[config.mk]
export PLATFORM = sky130hd
export DESIGN_NAME = text_tokenizer_with_comments
export DESIGN_NICKNAME = d
export VERILOG_FILES = /design/src/rtl/ttc_pkg.sv /design/src/rtl/ttc_fifo.sv /design/src/rtl/ttc_front.sv /design/src/rtl/ttc_lexer.sv /design/src/rtl/text_tokenizer_with_comments.sv
export SDC_FILE = /design/constraint.sdc
export NUM_CORES = 1
export LEC_CHECK = 0
export BUFFER_PORTS_ARGS = -buffer_cell sky130_fd_sc_hd__buf_2
export CAP_MARGIN = 40
export CORE_ASPECT_RATIO = 0.7
export CORE_MARGIN = 8
export CORE_UTILIZATION = 30
export DETAILED_ROUTE_END_ITERATION = 12
export GPL_TIMING_DRIVEN = 0
export SLEW_MARGIN = 20
export SYNTH_ARGS = -nofsm -noshare
export SYNTH_HDL_FRONTEND = slang
export SYNTH_SLANG_ARGS = --single-unit
[constraint.sdc]
create_clock -name clk -period 2.85 [get_ports clk]
set_clock_uncertainty 0.1 [all_clocks]
set_input_delay 0.285 -clock clk [delete_from_list [all_inputs] [get_ports clk]]
set_output_delay 0.285 -clock clk [all_outputs]
set_load 0.05 [all_outputs]
[src/rtl/ttc_pkg.sv]
package ttc_pkg;

    // Character codes the tokenizer reacts to.
    localparam logic [7:0] CH_NUL    = 8'h00;
    localparam logic [7:0] CH_TAB    = 8'h09;
    localparam logic [7:0] CH_LF     = 8'h0A;
    localparam logic [7:0] CH_CR     = 8'h0D;
    localparam logic [7:0] CH_SPACE  = 8'h20;
    localparam logic [7:0] CH_QUOTE  = 8'h22;
    localparam logic [7:0] CH_HASH   = 8'h23;
    localparam logic [7:0] CH_LPAREN = 8'h28;
    localparam logic [7:0] CH_RPAREN = 8'h29;
    localparam logic [7:0] CH_STAR   = 8'h2A;
    localparam logic [7:0] CH_SLASH  = 8'h2F;
    localparam logic [7:0] CH_COLON  = 8'h3A;
    localparam logic [7:0] CH_SEMI   = 8'h3B;

    // Depths of the queue between the stages and of the result queue.
    localparam int MID_DEPTH = 2;
    localparam int OUT_DEPTH = 2;

    typedef struct packed {
        logic is_sep;
        logic is_lf;
        logic is_star;
        logic is_slash;
        logic is_hash;
        logic is_quote;
    } ttc_class_t;

    typedef struct packed {
        logic [7:0] text_byte;
        logic       end_of_text;
        ttc_class_t cls;
    } ttc_item_t;

    typedef struct packed {
        logic [7:0] token_byte;
        logic       token_last;
        logic       in_string;
    } ttc_result_t;

endpackage

[src/rtl/ttc_fifo.sv]
module ttc_fifo
#(
    parameter int WIDTH = 8,
    parameter int DEPTH = 2
)
(
    input  logic             clk,
    input  logic             rst_n,
    input  logic             push,
    input  logic [WIDTH-1:0] push_data,
    output logic             full,
    input  logic             pop,
    output logic [WIDTH-1:0] pop_data,
    output logic             empty
);

    localparam int AW = (DEPTH > 1) ? $clog2(DEPTH) : 1;
    localparam int CW = $clog2(DEPTH + 1);
    localparam logic [AW-1:0] LAST_SLOT = AW'(DEPTH - 1);
    localparam logic [CW-1:0] FULL_COUNT = CW'(DEPTH);

    logic [WIDTH-1:0] data_reg [DEPTH];
    logic [AW-1:0]    wr_ptr_reg;
    logic [AW-1:0]    rd_ptr_reg;
    logic [CW-1:0]    count_reg;
    logic             do_push;
    logic             do_pop;

    assign full     = (count_reg == FULL_COUNT);
    assign empty    = (count_reg == '0);
    assign do_push  = push && !full;
    assign do_pop   = pop && !empty;
    assign pop_data = data_reg[rd_ptr_reg];

    always_ff @(posedge clk or negedge rst_n)
    begin
        if (!rst_n)
        begin
            wr_ptr_reg <= '0;
            rd_ptr_reg <= '0;
            count_reg  <= '0;
        end
        else
        begin
            if (do_push)
            begin
                wr_ptr_reg <= (wr_ptr_reg == LAST_SLOT) ? '0 : wr_ptr_reg + 1'b1;
            end
            if (do_pop)
            begin
                rd_ptr_reg <= (rd_ptr_reg == LAST_SLOT) ? '0 : rd_ptr_reg + 1'b1;
            end
            if (do_push && !do_pop)
            begin
                count_reg <= count_reg + 1'b1;
            end
            else if (do_pop && !do_push)
            begin
                count_reg <= count_reg - 1'b1;
            end
        end
    end

    always_ff @(posedge clk)
    begin
        if (do_push)
        begin
            data_reg[wr_ptr_reg] <= push_data;
        end
    end

endmodule

[src/rtl/ttc_front.sv]
module ttc_front
    import ttc_pkg::*;
(
    input  logic      clk,
    input  logic      rst_n,
    input  logic      push,
    output logic      full,
    input  logic [7:0] text_byte,
    input  logic      end_of_text,
    output ttc_item_t item,
    output logic      item_valid,
    input  logic      item_pop
);

    ttc_item_t  in_item;
    ttc_class_t cls;
    logic       item_empty;
    logic [$bits(ttc_item_t)-1:0] item_bits;

    always_comb
    begin
        cls.is_lf    = (text_byte == CH_LF);
        cls.is_star  = (text_byte == CH_STAR);
        cls.is_slash = (text_byte == CH_SLASH);
        cls.is_hash  = (text_byte == CH_HASH);
        cls.is_quote = (text_byte == CH_QUOTE);
        cls.is_sep   = (text_byte == CH_NUL)    || (text_byte == CH_SPACE)  ||
                       (text_byte == CH_TAB)    || (text_byte == CH_CR)     ||
                       (text_byte == CH_LF)     || (text_byte == CH_LPAREN) ||
                       (text_byte == CH_RPAREN) || (text_byte == CH_STAR)   ||
                       (text_byte == CH_COLON)  || (text_byte == CH_SEMI);
        in_item.text_byte   = text_byte;
        in_item.end_of_text = end_of_text;
        in_item.cls         = cls;
    end

    ttc_fifo
    #(
        .WIDTH ($bits(ttc_item_t)),
        .DEPTH (MID_DEPTH)
    )
    u_mid_queue
    (
        .clk       (clk),
        .rst_n     (rst_n),
        .push      (push),
        .push_data (in_item),
        .full      (full),
        .pop       (item_pop),
        .pop_data  (item_bits),
        .empty     (item_empty)
    );

    assign item       = ttc_item_t'(item_bits);
    assign item_valid = !item_empty;

endmodule

[src/rtl/ttc_lexer.sv]
module ttc_lexer
    import ttc_pkg::*;
#(
    parameter int TOKEN_CAPACITY = 256
)
(
    input  logic        clk,
    input  logic        rst_n,
    input  ttc_item_t   item,
    input  logic        item_valid,
    output logic        item_pop,
    input  logic        res_full,
    output logic        res_valid,
    output ttc_result_t res
);

    localparam int LEN_W = $clog2(TOKEN_CAPACITY);
    localparam logic [LEN_W-1:0] LEN_MAX  = LEN_W'(TOKEN_CAPACITY - 1);
    localparam logic [LEN_W-1:0] STR_FULL = LEN_W'(TOKEN_CAPACITY - 2);

    typedef enum logic [2:0] {
        MODE_SKIP,
        MODE_LINE,
        MODE_BLOCK,
        MODE_BLOCK_STAR,
        MODE_SLASH,
        MODE_TOKEN,
        MODE_STRING
    } mode_t;

    mode_t            mode_reg,       mode_next;
    logic [7:0]       held_char_reg,  held_char_next;
    logic             held_valid_reg, held_valid_next;
    logic [LEN_W-1:0] tok_len_reg,    tok_len_next;
    logic             string_reg,     string_next;

    ttc_class_t cls;
    logic [7:0] c;

    // The back stage works whenever a classified byte waits and the result queue has room.
    assign item_pop = item_valid && !res_full;
    assign c        = item.text_byte;
    assign cls      = item.cls;

    always_comb
    begin
        logic             do_token;
        logic [7:0]       tok_held;
        logic [LEN_W-1:0] tok_len;
        logic [LEN_W-1:0] tok_inc;
        logic             emitted;

        mode_next       = mode_reg;
        held_char_next  = held_char_reg;
        held_valid_next = held_valid_reg;
        tok_len_next    = tok_len_reg;
        string_next     = string_reg;
        res_valid       = 1'b0;
        res.token_byte  = held_char_reg;
        res.token_last  = 1'b0;
        res.in_string   = 1'b0;
        do_token        = 1'b0;
        tok_held        = held_char_reg;
        tok_len         = tok_len_reg;
        tok_inc         = tok_len + 1'b1;
        emitted         = 1'b0;

        if (item_pop)
        begin
            if (item.end_of_text)
            begin
                if (held_valid_reg)
                begin
                    res_valid      = 1'b1;
                    res.token_byte = held_char_reg;
                    res.token_last = 1'b1;
                    res.in_string  = string_reg;
                end
                else if (mode_reg == MODE_STRING)
                begin
                    res_valid      = 1'b1;
                    res.token_byte = CH_QUOTE;
                    res.token_last = 1'b1;
                    res.in_string  = 1'b1;
                end
                else if (mode_reg == MODE_SLASH)
                begin
                    res_valid      = 1'b1;
                    res.token_byte = CH_SLASH;
                    res.token_last = 1'b1;
                end
                mode_next       = MODE_SKIP;
                held_char_next  = '0;
                held_valid_next = 1'b0;
                tok_len_next    = '0;
                string_next     = 1'b0;
            end
            else
            begin
                unique case (mode_reg)
                    MODE_LINE:
                    begin
                        if (cls.is_lf)
                        begin
                            mode_next = MODE_SKIP;
                        end
                    end
                    MODE_BLOCK:
                    begin
                        if (cls.is_star)
                        begin
                            mode_next = MODE_BLOCK_STAR;
                        end
                    end
                    MODE_BLOCK_STAR:
                    begin
                        if (cls.is_slash)
                        begin
                            mode_next = MODE_SKIP;
                        end
                        else if (!cls.is_star)
                        begin
                            mode_next = MODE_BLOCK;
                        end
                    end
                    MODE_SLASH:
                    begin
                        if (cls.is_slash)
                        begin
                            mode_next = MODE_LINE;
                        end
                        else if (cls.is_star)
                        begin
                            mode_next = MODE_BLOCK_STAR;
                        end
                        else
                        begin
                            // The lone slash becomes the first byte of a plain token.
                            do_token = 1'b1;
                            tok_held = CH_SLASH;
                            tok_len  = LEN_W'(1);
                        end
                    end
                    MODE_TOKEN:
                    begin
                        do_token = 1'b1;
                    end
                    MODE_STRING:
                    begin
                        if ((tok_len_reg >= STR_FULL) || cls.is_quote)
                        begin
                            res_valid     = 1'b1;
                            res.in_string = 1'b1;
                            mode_next     = MODE_SKIP;
                            if (held_valid_reg)
                            begin
                                // The closing quote stays held and goes out as last later.
                                res.token_byte = held_char_reg;
                                held_char_next = CH_QUOTE;
                            end
                            else
                            begin
                                res.token_byte = CH_QUOTE;
                                res.token_last = 1'b1;
                                string_next    = 1'b0;
                                tok_len_next   = '0;
                            end
                        end
                        else
                        begin
                            res_valid     = 1'b1;
                            res.in_string = 1'b1;
                            if (held_valid_reg)
                            begin
                                res.token_byte = held_char_reg;
                                held_char_next = c;
                            end
                            else
                            begin
                                res.token_byte = c;
                            end
                            tok_len_next = tok_len_reg + 1'b1;
                        end
                    end
                    default:
                    begin
                        mode_next = MODE_SKIP;
                        if (held_valid_reg)
                        begin
                            res_valid       = 1'b1;
                            res.token_byte  = held_char_reg;
                            res.token_last  = 1'b1;
                            res.in_string   = string_reg;
                            held_valid_next = 1'b0;
                            tok_len_next    = '0;
                            string_next     = 1'b0;
                            emitted         = 1'b1;
                        end
                        if (cls.is_sep)
                        begin
                            // Separators between tokens are dropped.
                        end
                        else if (cls.is_hash)
                        begin
                            mode_next = MODE_LINE;
                        end
                        else if (cls.is_slash)
                        begin
                            mode_next = MODE_SLASH;
                        end
                        else if (cls.is_quote)
                        begin
                            string_next  = 1'b1;
                            tok_len_next = LEN_W'(1);
                            mode_next    = MODE_STRING;
                            if (!emitted)
                            begin
                                res_valid      = 1'b1;
                                res.token_byte = CH_QUOTE;
                                res.in_string  = 1'b1;
                            end
                            else
                            begin
                                held_char_next  = CH_QUOTE;
                                held_valid_next = 1'b1;
                            end
                        end
                        else
                        begin
                            string_next     = 1'b0;
                            held_char_next  = c;
                            held_valid_next = 1'b1;
                            tok_len_next    = LEN_W'(1);
                            mode_next       = MODE_TOKEN;
                        end
                    end
                endcase

                if (do_token)
                begin
                    tok_inc        = tok_len + 1'b1;
                    res_valid      = 1'b1;
                    res.token_byte = tok_held;
                    res.in_string  = 1'b0;
                    if (cls.is_sep)
                    begin
                        res.token_last  = 1'b1;
                        held_valid_next = 1'b0;
                        tok_len_next    = '0;
                        string_next     = 1'b0;
                        mode_next       = MODE_SKIP;
                    end
                    else
                    begin
                        res.token_last  = 1'b0;
                        held_char_next  = c;
                        held_valid_next = 1'b1;
                        string_next     = 1'b0;
                        tok_len_next    = tok_inc;
                        // At capacity the held byte is known to end the token.
                        mode_next = (tok_inc >= LEN_MAX) ? MODE_SKIP : MODE_TOKEN;
                    end
                end
            end
        end
    end

    always_ff @(posedge clk or negedge rst_n)
    begin
        if (!rst_n)
        begin
            mode_reg       <= MODE_SKIP;
            held_char_reg  <= '0;
            held_valid_reg <= 1'b0;
            tok_len_reg    <= '0;
            string_reg     <= 1'b0;
        end
        else
        begin
            mode_reg       <= mode_next;
            held_char_reg  <= held_char_next;
            held_valid_reg <= held_valid_next;
            tok_len_reg    <= tok_len_next;
            string_reg     <= string_next;
        end
    end

endmodule

[src/rtl/text_tokenizer_with_comments.sv]
// Streaming tokenizer: text bytes in, token bytes out, comments and separators dropped.
// Input channel: a transaction is taken at a rising edge with push high and full low;
// it carries text_byte and end_of_text. An end_of_text transaction consumes no text
// byte; it flushes any pending token byte and returns the lexer to its idle state.
// Result channel: while empty is low the oldest result sits on token_byte, token_last
// and in_string; a transaction completes at a rising edge with pop high.
// Each input byte yields zero or one result. A classifier stage writes bytes into a
// two-entry queue; the lexer state machine takes one byte a cycle from it, while the
// result queue has room, and writes into a two-entry result queue. One byte a cycle
// is sustained while pop keeps up; a result passes through the input queue and then
// the result queue, both registered. Plain token bytes come out one byte late, since
// a byte is held until the next one shows whether it ends the token.
// When pop stays low the result queue fills, the lexer stops, then the input queue
// fills and full rises; nothing is lost. Reset empties both queues and leaves the
// lexer between tokens with nothing held.
module text_tokenizer_with_comments
    import ttc_pkg::*;
#(
    parameter int TOKEN_CAPACITY = 256
)
(
    input  logic       clk,
    input  logic       rst_n,
    input  logic       push,
    output logic       full,
    input  logic [7:0] text_byte,
    input  logic       end_of_text,
    output logic       empty,
    input  logic       pop,
    output logic [7:0] token_byte,
    output logic       token_last,
    output logic       in_string
);

    ttc_item_t   item;
    logic        item_valid;
    logic        item_pop;
    logic        res_valid;
    logic        res_full;
    ttc_result_t res;
    logic [$bits(ttc_result_t)-1:0] out_bits;
    ttc_result_t out_res;

    ttc_front u_front
    (
        .clk         (clk),
        .rst_n       (rst_n),
        .push        (push),
        .full        (full),
        .text_byte   (text_byte),
        .end_of_text (end_of_text),
        .item        (item),
        .item_valid  (item_valid),
        .item_pop    (item_pop)
    );

    ttc_lexer
    #(
        .TOKEN_CAPACITY (TOKEN_CAPACITY)
    )
    u_lexer
    (
        .clk        (clk),
        .rst_n      (rst_n),
        .item       (item),
        .item_valid (item_valid),
        .item_pop   (item_pop),
        .res_full   (res_full),
        .res_valid  (res_valid),
        .res        (res)
    );

    ttc_fifo
    #(
        .WIDTH ($bits(ttc_result_t)),
        .DEPTH (OUT_DEPTH)
    )
    u_out_queue
    (
        .clk       (clk),
        .rst_n     (rst_n),
        .push      (res_valid),
        .push_data (res),
        .full      (res_full),
        .pop       (pop),
        .pop_data  (out_bits),
        .empty     (empty)
    );

    assign out_res    = ttc_result_t'(out_bits);
    assign token_byte = out_res.token_byte;
    assign token_last = out_res.token_last;
    assign in_string  = out_res.in_string;

    // The lexer must never produce a result that the result queue cannot take.
    assert property (@(posedge clk) disable iff (!rst_n) res_valid |-> !res_full)
        else $error("result produced while result queue full");

    // The back stage never idles while a byte waits and there is room for its result.
    assert property (@(posedge clk) disable iff (!rst_n)
                     (item_valid && !res_full) |-> item_pop)
        else $error("lexer stalled without cause");

    // Unless end of text cuts it short, a string token ends on its closing quote.
    assert property (@(posedge clk) disable iff (!rst_n)
                     (res_valid && res.in_string && res.token_last && !item.end_of_text) |->
                     (res.token_byte == CH_QUOTE))
        else $error("string token ended on a byte other than a quote");

endmodule

[After elaboration in Yosys (flattened, before gate mapping)]
Memories as Yosys holds them, arrays and structs flattened.
Cells that the tools add are included.
Word-level totals
  register bits after elaboration: 29
  bits in writable memories: 50
  bits of input ports: 13
  output and inout bits: 12
  logic and storage cells: 213
  memories: 2
Cells by class
  add/sub/neg operators: 10
  $lt $le $gt $ge: 2
  eq/ne operators: 28
  multiplexer cells: 122
  reduce and logical (&&, ||, !) cells: 38
Memories
  u_front.u_mid_queue.data_reg: depth 2, width 15, read ports 1, clocked after memory_dff 0, write ports 1, RTL line ttc_fifo.sv:22  | logic [WIDTH-1:0] data_reg [DEPTH];
  u_out_queue.data_reg: depth 2, width 10, read ports 1, clocked after memory_dff 0, write ports 1, RTL line ttc_fifo.sv:22
Operator list (count)
  $mux W8: 36
  $eq A8 B6 Y1 const B: 9
  $mux W1: 54
  $mux W10: 4
  $mux W3: 13
  $pmux W8 S2: 2
  $eq A8 B4 Y1 const B: 3
  $pmux W10 S2: 1
  $mux W9: 2
  $pmux W3 S6: 1
  $add A8 B1 Y8 const B: 2
  $ge A8 B8 Y1 const B: 2
  $mux W2: 6
  $logic_or A1 B1 Y1: 10
  $ne A5 B5 Y1 const B: 2
  $eq A3 B3 Y1 const B: 3
  $logic_and A1 B1 Y1: 9
  $logic_not A1 Y1: 8
  $logic_not A8 Y1: 1
  $ne A4 B4 Y1 const B: 2
  $eq A3 B2 Y1 const B: 2
  $ne A3 B1 Y1 const B: 2
  $pmux W1 S2: 3
  $reduce_or A6 Y1: 1
  14 further kinds: 22

[Longest topological paths before layout]
Gate-level depths: netlist (run 1).
  depth after elaboration: 19
  mapped depth: 12
  depth with buffers taken out: 11

[Modules after synthesis]
Synthesis (run 1) repeated with hierarchy kept, for this count alone.
Second synthesis, totals
  cell total of the unflattened synthesis: 452
  area, all modules: 4838.4 µm²
Modules (own cells, without submodules)
  ttc_lexer: times used 1, cells an instance 316, area an instance 2454.9 µm²
  ttc_fifo at u_front.u_mid_queue: times used 1, cells an instance 66, area an instance 1331.3 µm²
  ttc_fifo at u_out_queue: times used 1, cells an instance 50, area an instance 927.1 µm²
  ttc_front: times used 1, cells an instance 20, area an instance 125.1 µm²

[Least setup slack after synthesis (run 1)]
Ideal clock, no wire load.
  kind: register -> register
  start: register u_front.u_mid_queue.rd_ptr_reg
  end: memory u_out_queue.data_reg[0][0] in the netlist's numbering (enable)
  library setup time: 390 ps
  arrival time: 1929 ps
  required time: 2360 ps
  setup slack: 431 ps
  stages on the path, launching flop included: 7
  period minus slack after synthesis: 2419 ps
  path through: dfrtp_1 buf_6 nor3_2 o31ai_4 nand3_1 nor2_1 nor3_1
Between the ends
  cells in the longest elaborated chain, start to end: 12
RTL lines
  start: declaration: RTL line ttc_fifo.sv:24  | logic [AW-1:0] rd_ptr_reg;
  start signal: assignment: RTL line ttc_fifo.sv:51  | rd_ptr_reg <= (rd_ptr_reg == LAST_SLOT) ? '0 : rd_ptr_reg + 1'b1;
  $mem_v2 Z2 W15 (*)
  $mux W1 (on tied branches): RTL line ttc_lexer.sv:211, ttc_lexer.sv:132
  $mux W1 (on tied branches): RTL line ttc_lexer.sv:207, ttc_lexer.sv:128
  $mux W1 or $pmux W1 S2 (tied branches): RTL line ttc_lexer.sv:203, ttc_lexer.sv:100
  $mux W1 (on tied branches): RTL line ttc_lexer.sv:199, ttc_lexer.sv:70
  $pmux W1 S2 or $mux W1 (tied branches): RTL line ttc_lexer.sv:100, ttc_lexer.sv:68
  $mux W1: RTL line ttc_lexer.sv:239  | if (do_token)
  $mux W1 (*): RTL line ttc_lexer.sv:70  | if (item.end_of_text)
  $mux W1 (*): RTL line ttc_lexer.sv:68  | if (item_pop)
  $logic_and A1 B1 Y1 (*): RTL line ttc_fifo.sv:31  | assign do_push = push && !full;
  $mux W1 (*): RTL line ttc_fifo.sv:66  | if (do_push)
  $mux W1 (not written as such) (*): RTL line ttc_fifo.sv:68  | data_reg[wr_ptr_reg] <= push_data;
  end: declaration: RTL line ttc_fifo.sv:22
Every way passes the cells marked *; elsewhere a longest branch is shown, timed or not. The select of a mux whose other input is x is not followed.

[Worst setup path in the final report (run 1)]
  start: register u_front.u_mid_queue.rd_ptr_reg
  end: register u_out_queue.count_reg[1]
Between the ends
  cells in the longest elaborated chain, start to end: 13
RTL lines
  $mem_v2 Z2 W15 (*)
  $mux W1 (on tied branches): RTL line ttc_lexer.sv:211, ttc_lexer.sv:132
  $mux W1 (on tied branches): RTL line ttc_lexer.sv:207, ttc_lexer.sv:128
  $mux W1 or $pmux W1 S2 (tied branches): RTL line ttc_lexer.sv:203, ttc_lexer.sv:100
  $mux W1 (on tied branches): RTL line ttc_lexer.sv:199, ttc_lexer.sv:70
  $pmux W1 S2 or $mux W1 (tied branches): RTL line ttc_lexer.sv:100, ttc_lexer.sv:68
  $mux W1: RTL line ttc_lexer.sv:239
  $mux W1 (*): RTL line ttc_lexer.sv:70
  $mux W1 (*): RTL line ttc_lexer.sv:68
  $logic_and A1 B1 Y1 (*): RTL line ttc_fifo.sv:31
  named net u_out_queue.do_push: RTL line ttc_fifo.sv:26  | logic do_push;
  $logic_not A1 Y1: RTL line ttc_fifo.sv:57  | else if (do_pop && !do_push)
  $logic_and A1 B1 Y1: RTL line ttc_fifo.sv:57
  $reduce_bool A2 Y1 (no line)
  end signal: assignment: RTL line ttc_fifo.sv:55  | count_reg <= count_reg + 1'b1;
  end signal: assignment: RTL line ttc_fifo.sv:59  | count_reg <= count_reg - 1'b1;
  end: declaration: RTL line ttc_fifo.sv:25  | logic [CW-1:0] count_reg;
The timed path passes the listed nets; every way through them passes the cells marked *. The select of a mux whose other input is x is not followed.
A chain may end at the register's enable or synchronous reset.

==> impl_metrics.env, run 1 <==
export IMPL_outcome="complete, no violations"
export IMPL_setup_violations=0
export IMPL_dr_pass1_iters=5
export IMPL_ys_seq_area_frac=0.4857
export IMPL_die_area_mm2=0.01956
export IMPL_setup_tns_ns=0
export IMPL_synth_avg_cell_area_um2=10.66
export IMPL_synth_fa_ha_area_frac=0.01637
export IMPL_io_pins=25
export IMPL_grt_util_met2=0.1661
export IMPL_routabilityCongestion=0.8857
export IMPL_clk_latency_ns=0.34
export IMPL_layout_drive_gt1_share=0.2143
export IMPL_largest_reg_flops=30
export IMPL_rsz0062_at_grt="no"
export IMPL_grt_busiest_layer="met1"
export IMPL_synth_common_cells="edfxtp_1 (50), nand2_1 (48), a21oi_1 (31)"
export IMPL_die_y_um=119.4
export IMPL_critPathKind="reg2reg"
export IMPL_ys_ff_latch=79
export IMPL_synth_compound_area_frac=0.1997
export IMPL_vias=3620
export IMPL_max_freq_mhz=379.1
export IMPL_relSlewSlack=0.4763
export IMPL_synth_cell_types=75
export IMPL_setup_slack_ns=0.2123
export IMPL_synthSimpleGateAreaFrac=0.1643
export IMPL_drc_errors=0
export IMPL_ys_warn_count=0
export IMPL_synth_top_family_by_area="compound AO/OA/AOI/OAI gates"
export IMPL_worst_ep_arrival_time_ns=2.80
export IMPL_core_area_mm2=0.01481
export IMPL_slew_viol_final=0
export IMPL_final_nets=490
export IMPL_grt_pass1_wl_mm=18.94
export IMPL_cts_tree="done"
export IMPL_cp_start_kind="register"
export IMPL_place_ws_ns=-0.05020
export IMPL_drv_cap=0
export IMPL_ir_drop_mv=0.3866
export IMPL_finalCritPeriodShare=0.9255
export IMPL_dp_cells=649
export IMPL_multi_input_area_mm2=0.002225
export IMPL_post_dp_hpwl_mm=8.846
export IMPL_cts_sinks=79
export IMPL_post_synth_top_count_cell="edfxtp_1"
export IMPL_gr_usage_met1=0.1911
export IMPL_rows=37
export IMPL_finalHoldViolCount=0
export IMPL_synth_area_mm2=0.004586
export IMPL_finalCriticalPeriod_ns=2.638
export IMPL_antenna_found_initial=0
export IMPL_ys_async_sr_fraction=0.3671
export IMPL_area_growth_pct=16.40
export IMPL_synth_edf_count=50
export IMPL_register_area_mm2=0.002227
export IMPL_grt_pass1_vias=3428
export IMPL_die_w_um=163.8
export IMPL_start_util=0.3095
export IMPL_path_clk_slew_ns=0.06
export IMPL_clockBufferDepth=2
export IMPL_worstMarginPinSlew_ns=0.7812
export IMPL_cp_max_fo=9
export IMPL_synth_area_top_cells="edfxtp_1 (33%), dfrtp_1 (16%), nand2_1 (3.9%), a21oi_1 (3.4%), o21ai_0 (3.2%)"
export IMPL_leakage_uw=0.002000
export IMPL_synth_xor_area_share=0.02865
export IMPL_grt_overflow=0
export IMPL_wl_per_cell_um=17.69
export IMPL_synth_area_mux_share=0.07176
export IMPL_cts_made_buffers=9
export IMPL_drtIter0Drc=395
export IMPL_root_buffer="clkbuf_16"
export IMPL_fin_util=0.3603
export IMPL_grt_total_usage=0.1234
export IMPL_met3_usage=0.03304
export IMPL_antenna_left=0
export IMPL_h_tree_depth=3
export IMPL_synth_largest_area_cell="edfxtp_1"
export IMPL_p_per_area_mw_per_mm2=1093
export IMPL_end_kind="register"
export IMPL_ys_flop_type="edfxtp_1"
export IMPL_fillers=1481
export IMPL_synthesis_nets=449
export IMPL_final_cells=671
export IMPL_grt_start_max_net_pins=30
export IMPL_diodes=0
export IMPL_hp_class="in2reg"
export IMPL_synth_top_area_share=0.3274
export IMPL_portBuffers=24
export IMPL_wl_mm=11.87
export IMPL_routed_via_density=5.395
export IMPL_syn_inst=430
export IMPL_required_ns=3.01
routing by layer:
metal,vias up,share of wire
met5,-,0
met4,0,0.0080
met3,11,0.087
met2,151,0.40
met1,1758,0.50
li1,1700,-
report_power, final:
| group | internal, uW | switching (uW) | total, uW |
|---|---|---|---|
| sequential | 1620 | 191 | 1810 |
| combinational | 928 | 1870 | 2800 |
| clock | 766 | 461 | 1230 |
| total | 3310 | 2520 | 5840 |
kinds of logic (layout without fill, tap and decap cells):
logic type,count (synthesis),after routing
AND/OR/NAND/NOR,141,141
AO/OA/AOI/OAI,131,131
flip-flops,79,79
buffers and inverters,30,76
multiplexers,28,28
XOR/XNOR,15,15
adder cells (fa/ha/maj),6,6
layout make-up:
class	instances	area share
flip-flops and latches	79	0.4173
repair buffers	30	0.03141
plain buffers	17	0.01969
inverters	13	0.009142
clock buffers	9	0.04219
multi-input cells	321	0.4168
clock inverters	7	0.01782
well taps	195	0.04571
stage by stage:
step / hold WS [ns] / area (um2) / power [uW]
final: 0.04223 / 5338 / 5835
after global routing: 0.04599 / 5338 / 6180
after detailed placement: 0.2998 / 4957 / 4589
after global placement: 0.2919 / 4950 / 4555
after floorplan: -0.1106 / 4586 / 3874
after CTS: 0.02943 / 5294 / 5851
critical path, stage by stage (launching register included):
cell and delay, ns:
dfrtp_1 0.38, buf_6 0.16, nor3b_4 0.18, buf_4 0.16, o31ai_4 0.43, nand3_1 0.22
nor2_1 0.26, nor2_2 0.08, ha_1 0.21, xor2_1 0.14, nor2_1 0.11, xnor2_1 0.13
what timing repair did:
item	in CTS	in global routing
hold buffers	1	0
endpoints found under the setup margin	2	5
buffers inserted	0	5
hold endpoints to repair	29	0
resized for setup	1	2
pin swaps	0	3
cloned	0	0
cells in the final DEF, fill, tap and decap left out, types with 7 or more instances in the layout:
master and n:
a21oi_1 31, mux2_2 11, mux2i_1 13, o21ai_0 29, nand3_1 13, clkbuf_16 9
nor2_1 27, buf_4 9, xnor2_1 11, dfrtp_1 29, o21ai_1 7, edfxtp_1 50
buf_2 33, nand2_1 48, inv_1 12
worst paths after layout:
path / startpoint / to / slack [ns] / cells after the start
worst max register to register: u_front.u_mid_queue.rd_ptr_reg / u_out_queue.count_reg[1] / 0.21 / 11
worst max-delay path: u_front.u_mid_queue.rd_ptr_reg / u_out_queue.count_reg[1] / 0.21 / 11
min in group asynchronous: rst_n / u_out_queue.count_reg[1] / 0.42 / 2
worst min-delay path: end_of_text / u_front.u_mid_queue.data_reg[1][6] / 0.04 / 1
max in group asynchronous: rst_n / u_lexer.held_char_reg[0] / 1.76 / 2
worst min register to register: u_lexer.held_char_reg[4] / u_lexer.held_char_reg[4] / 0.39 / 2
(Power assumes the default switching activity.)
==> inputs of run 2 (changes only) <==
--- a/config.mk
+++ b/config.mk
@@ -12,6 +12,7 @@
 export CORE_UTILIZATION = 30
 export DETAILED_ROUTE_END_ITERATION = 12
 export GPL_TIMING_DRIVEN = 0
+export MAX_ROUTING_LAYER = met4
 export SLEW_MARGIN = 20
 export SYNTH_ARGS = -nofsm -noshare
 export SYNTH_HDL_FRONTEND = slang
==> run 2 against run 1 <==
Against the previous run: the run now ends with negative setup slack left; clock power grew 13%; flip-flop and latch count is the same; worst hold slack gained 0.0047 ns; via count grew 0.22%; power grew 3.3%; maximum frequency shrank 7.7%; die area is the same; final cell count shrank 0.60%; highest routed layer unchanged.
==> impl_metrics.env, run 2 (same netlist as run 1, synthesis figures left out) <==
export IMPL_outcome="complete, but fails checks"
export IMPL_violations="negative setup slack"
export IMPL_end_kind="register"
export IMPL_switching_share=0.4209
export IMPL_cp_start_kind="register"
export IMPL_largest_reg_flops=30
export IMPL_grt_start_max_net_pins=30
export IMPL_h_tree_depth=3
export IMPL_worstMarginPinSlew_ns=0.9201
export IMPL_slew_viol_final=0
export IMPL_p_per_area_mw_per_mm2=1125
export IMPL_area_growth_pct=16.81
export IMPL_multi_input_area_mm2=0.002228
export IMPL_post_dp_hpwl_mm=9.036
export IMPL_antenna_found_initial=0
export IMPL_core_area_mm2=0.01481
export IMPL_layout_common_cells="edfxtp_1 (50), nand2_1 (48), buf_2 (33), a21oi_1 (31)"
export IMPL_worstPathCellList="inv_1 -> ha_1 -> o211ai_1 -> o21a_2 -> a21oi_1 -> a2111oi_0 -> o22ai_1"
export IMPL_start_util=0.3095
export IMPL_cts_sinks=79
export IMPL_cp_max_fo=8
export IMPL_placed_cell_area_mm2=0.004957
export IMPL_clockBufferDepth=2
export IMPL_clk_latency_ns=0.34
export IMPL_power_frac_seq=0.300
export IMPL_switching_power_uw=2538
export IMPL_rsz0062_at_grt="no"
export IMPL_setup_slack_ns=-0.006610
export IMPL_hp_class="in2reg"
export IMPL_die_area_mm2=0.01956
export IMPL_finalCriticalPeriod_ns=2.857
export IMPL_path_buf_inv=1
export IMPL_portBuffers=24
export IMPL_routed_via_density=5.439
export IMPL_critPathKind="reg2reg"
export IMPL_vias=3628
export IMPL_whs_ns=0.04691
export IMPL_grt_overflow=0
export IMPL_diodes=0
export IMPL_crit_slowest_cell="a2111oi_0"
export IMPL_cts_tree="done"
export IMPL_internal_power_uw=3491
export IMPL_leakage_uw=0.002009
export IMPL_wl_mm=12.02
export IMPL_final_cell_area_mm2=0.005356
export IMPL_grt_pass1_wl_mm=18.98
export IMPL_rows=37
export IMPL_grt_total_usage=0.1282
export IMPL_fillers=1477
export IMPL_die_y_um=119.4
export IMPL_die_w_um=163.8
export IMPL_combPwrFrac=0.470
export IMPL_relSlewSlack=0.3708
export IMPL_finalHoldViolCount=0
export IMPL_drc_errors=0
export IMPL_cts_setup_buffers=0
export IMPL_dr_pass1_iters=5
export IMPL_register_area_mm2=0.002227
export IMPL_path_clk_slew_ns=0.06
export IMPL_cts_made_buffers=9
export IMPL_max_stage_delay_ns=0.80
export IMPL_max_freq_mhz=350.1
export IMPL_drv_cap=0
export IMPL_cp_top_family="compound AO/OA/AOI/OAI gates"
export IMPL_antenna_left=0
export IMPL_pwr_share_clk=0.230
export IMPL_setup_tns_ns=-0.006610
export IMPL_final_common_cell="edfxtp_1"
export IMPL_finalCritPeriodShare=1.002
export IMPL_root_buffer="clkbuf_16"
export IMPL_required_ns=2.92
export IMPL_drtIter0Drc=332
export IMPL_setup_violations=1
export IMPL_grt_pass1_vias=3340
export IMPL_worst_ep_arrival_time_ns=2.92
export IMPL_final_nets=486
export IMPL_layout_drive_gt1_share=0.2097
export IMPL_io_pins=25
export IMPL_wl_per_cell_um=18.01
export IMPL_ir_drop_mv=0.3943
export IMPL_place_ws_ns=0.03896
export IMPL_routabilityCongestion=0.9171
-- run 2: changes by cell type in the layout (fill, tap and decap cells not counted), sizes merged --
cell and delta:
buf -4, bufinv +2, clkbuf +2, clkinv -1, clkinvlp -3
-- run 2: power groups by stage --
stage / clock (uW) / combinational (uW) / sequential [uW]
2_1_floorplan: 0 / 2100 / 1780
3_5_place_dp: 0 / 2760 / 1830
3_3_place_gp: 0 / 2730 / 1820
6_report: 1390 / 2830 / 1810
5_1_grt: 1450 / 3040 / 1850
4_1_cts: 1400 / 2780 / 1810
-- run 2: per-stage QoR --
stage	cells	total power [uW]	utilization
global route	667	6339	0.3616
CTS	666	5997	0.3597
detailed placement	649	4594	0.3346
floorplan	430	3874	-
finish	667	6028	0.3616
global placement	649	4552	0.3341
-- run 2: path summary, 6_finish.rpt --
kind | endpoint | from | cells after the start | slack (ns)
worst min-delay path | u_front.u_mid_queue.data_reg[1][6] | end_of_text | 1 | 0.05
worst max-delay path | u_lexer.held_char_reg[1] | u_lexer.tok_len_reg[0] | 7 | -0.007
worst max register to register | u_lexer.held_char_reg[1] | u_lexer.tok_len_reg[0] | 7 | -0.007
min in group asynchronous | u_out_queue.count_reg[0] | rst_n | 2 | 0.45
max in group asynchronous | u_front.u_mid_queue.rd_ptr_reg | rst_n | 2 | 1.72
worst min register to register | u_lexer.held_char_reg[7] | u_lexer.held_char_reg[7] | 2 | 0.40
-- run 2: what timing repair did --
action                     4_1_cts  5_1_grt
hold buffers                     1        0
setup endpoints to repair        0        6
resized for setup                0        5
hold endpoints to repair        29        0
-- run 2: routing by layer --
metal  up-vias  routed length [um]  part of all wire  global-route usage
met5         -                   0                 0                   -
met4         0                 157             0.013             0.02718
met3        16                 846             0.070             0.03200
met2       141                4728              0.39              0.1632
met1      1776                6283              0.52              0.1958
li1       1695                   -                 -                   -
-- run 2: final cells by class --
cell class | count | share of cell area
multi-input cells | 321 | 0.4160
flip-flops and latches | 79 | 0.4158
well taps | 195 | 0.04555
clock buffers | 11 | 0.04345
clock inverters | 5 | 0.02406
repair buffers | 26 | 0.02640
plain buffers | 17 | 0.01962
inverters | 13 | 0.009110
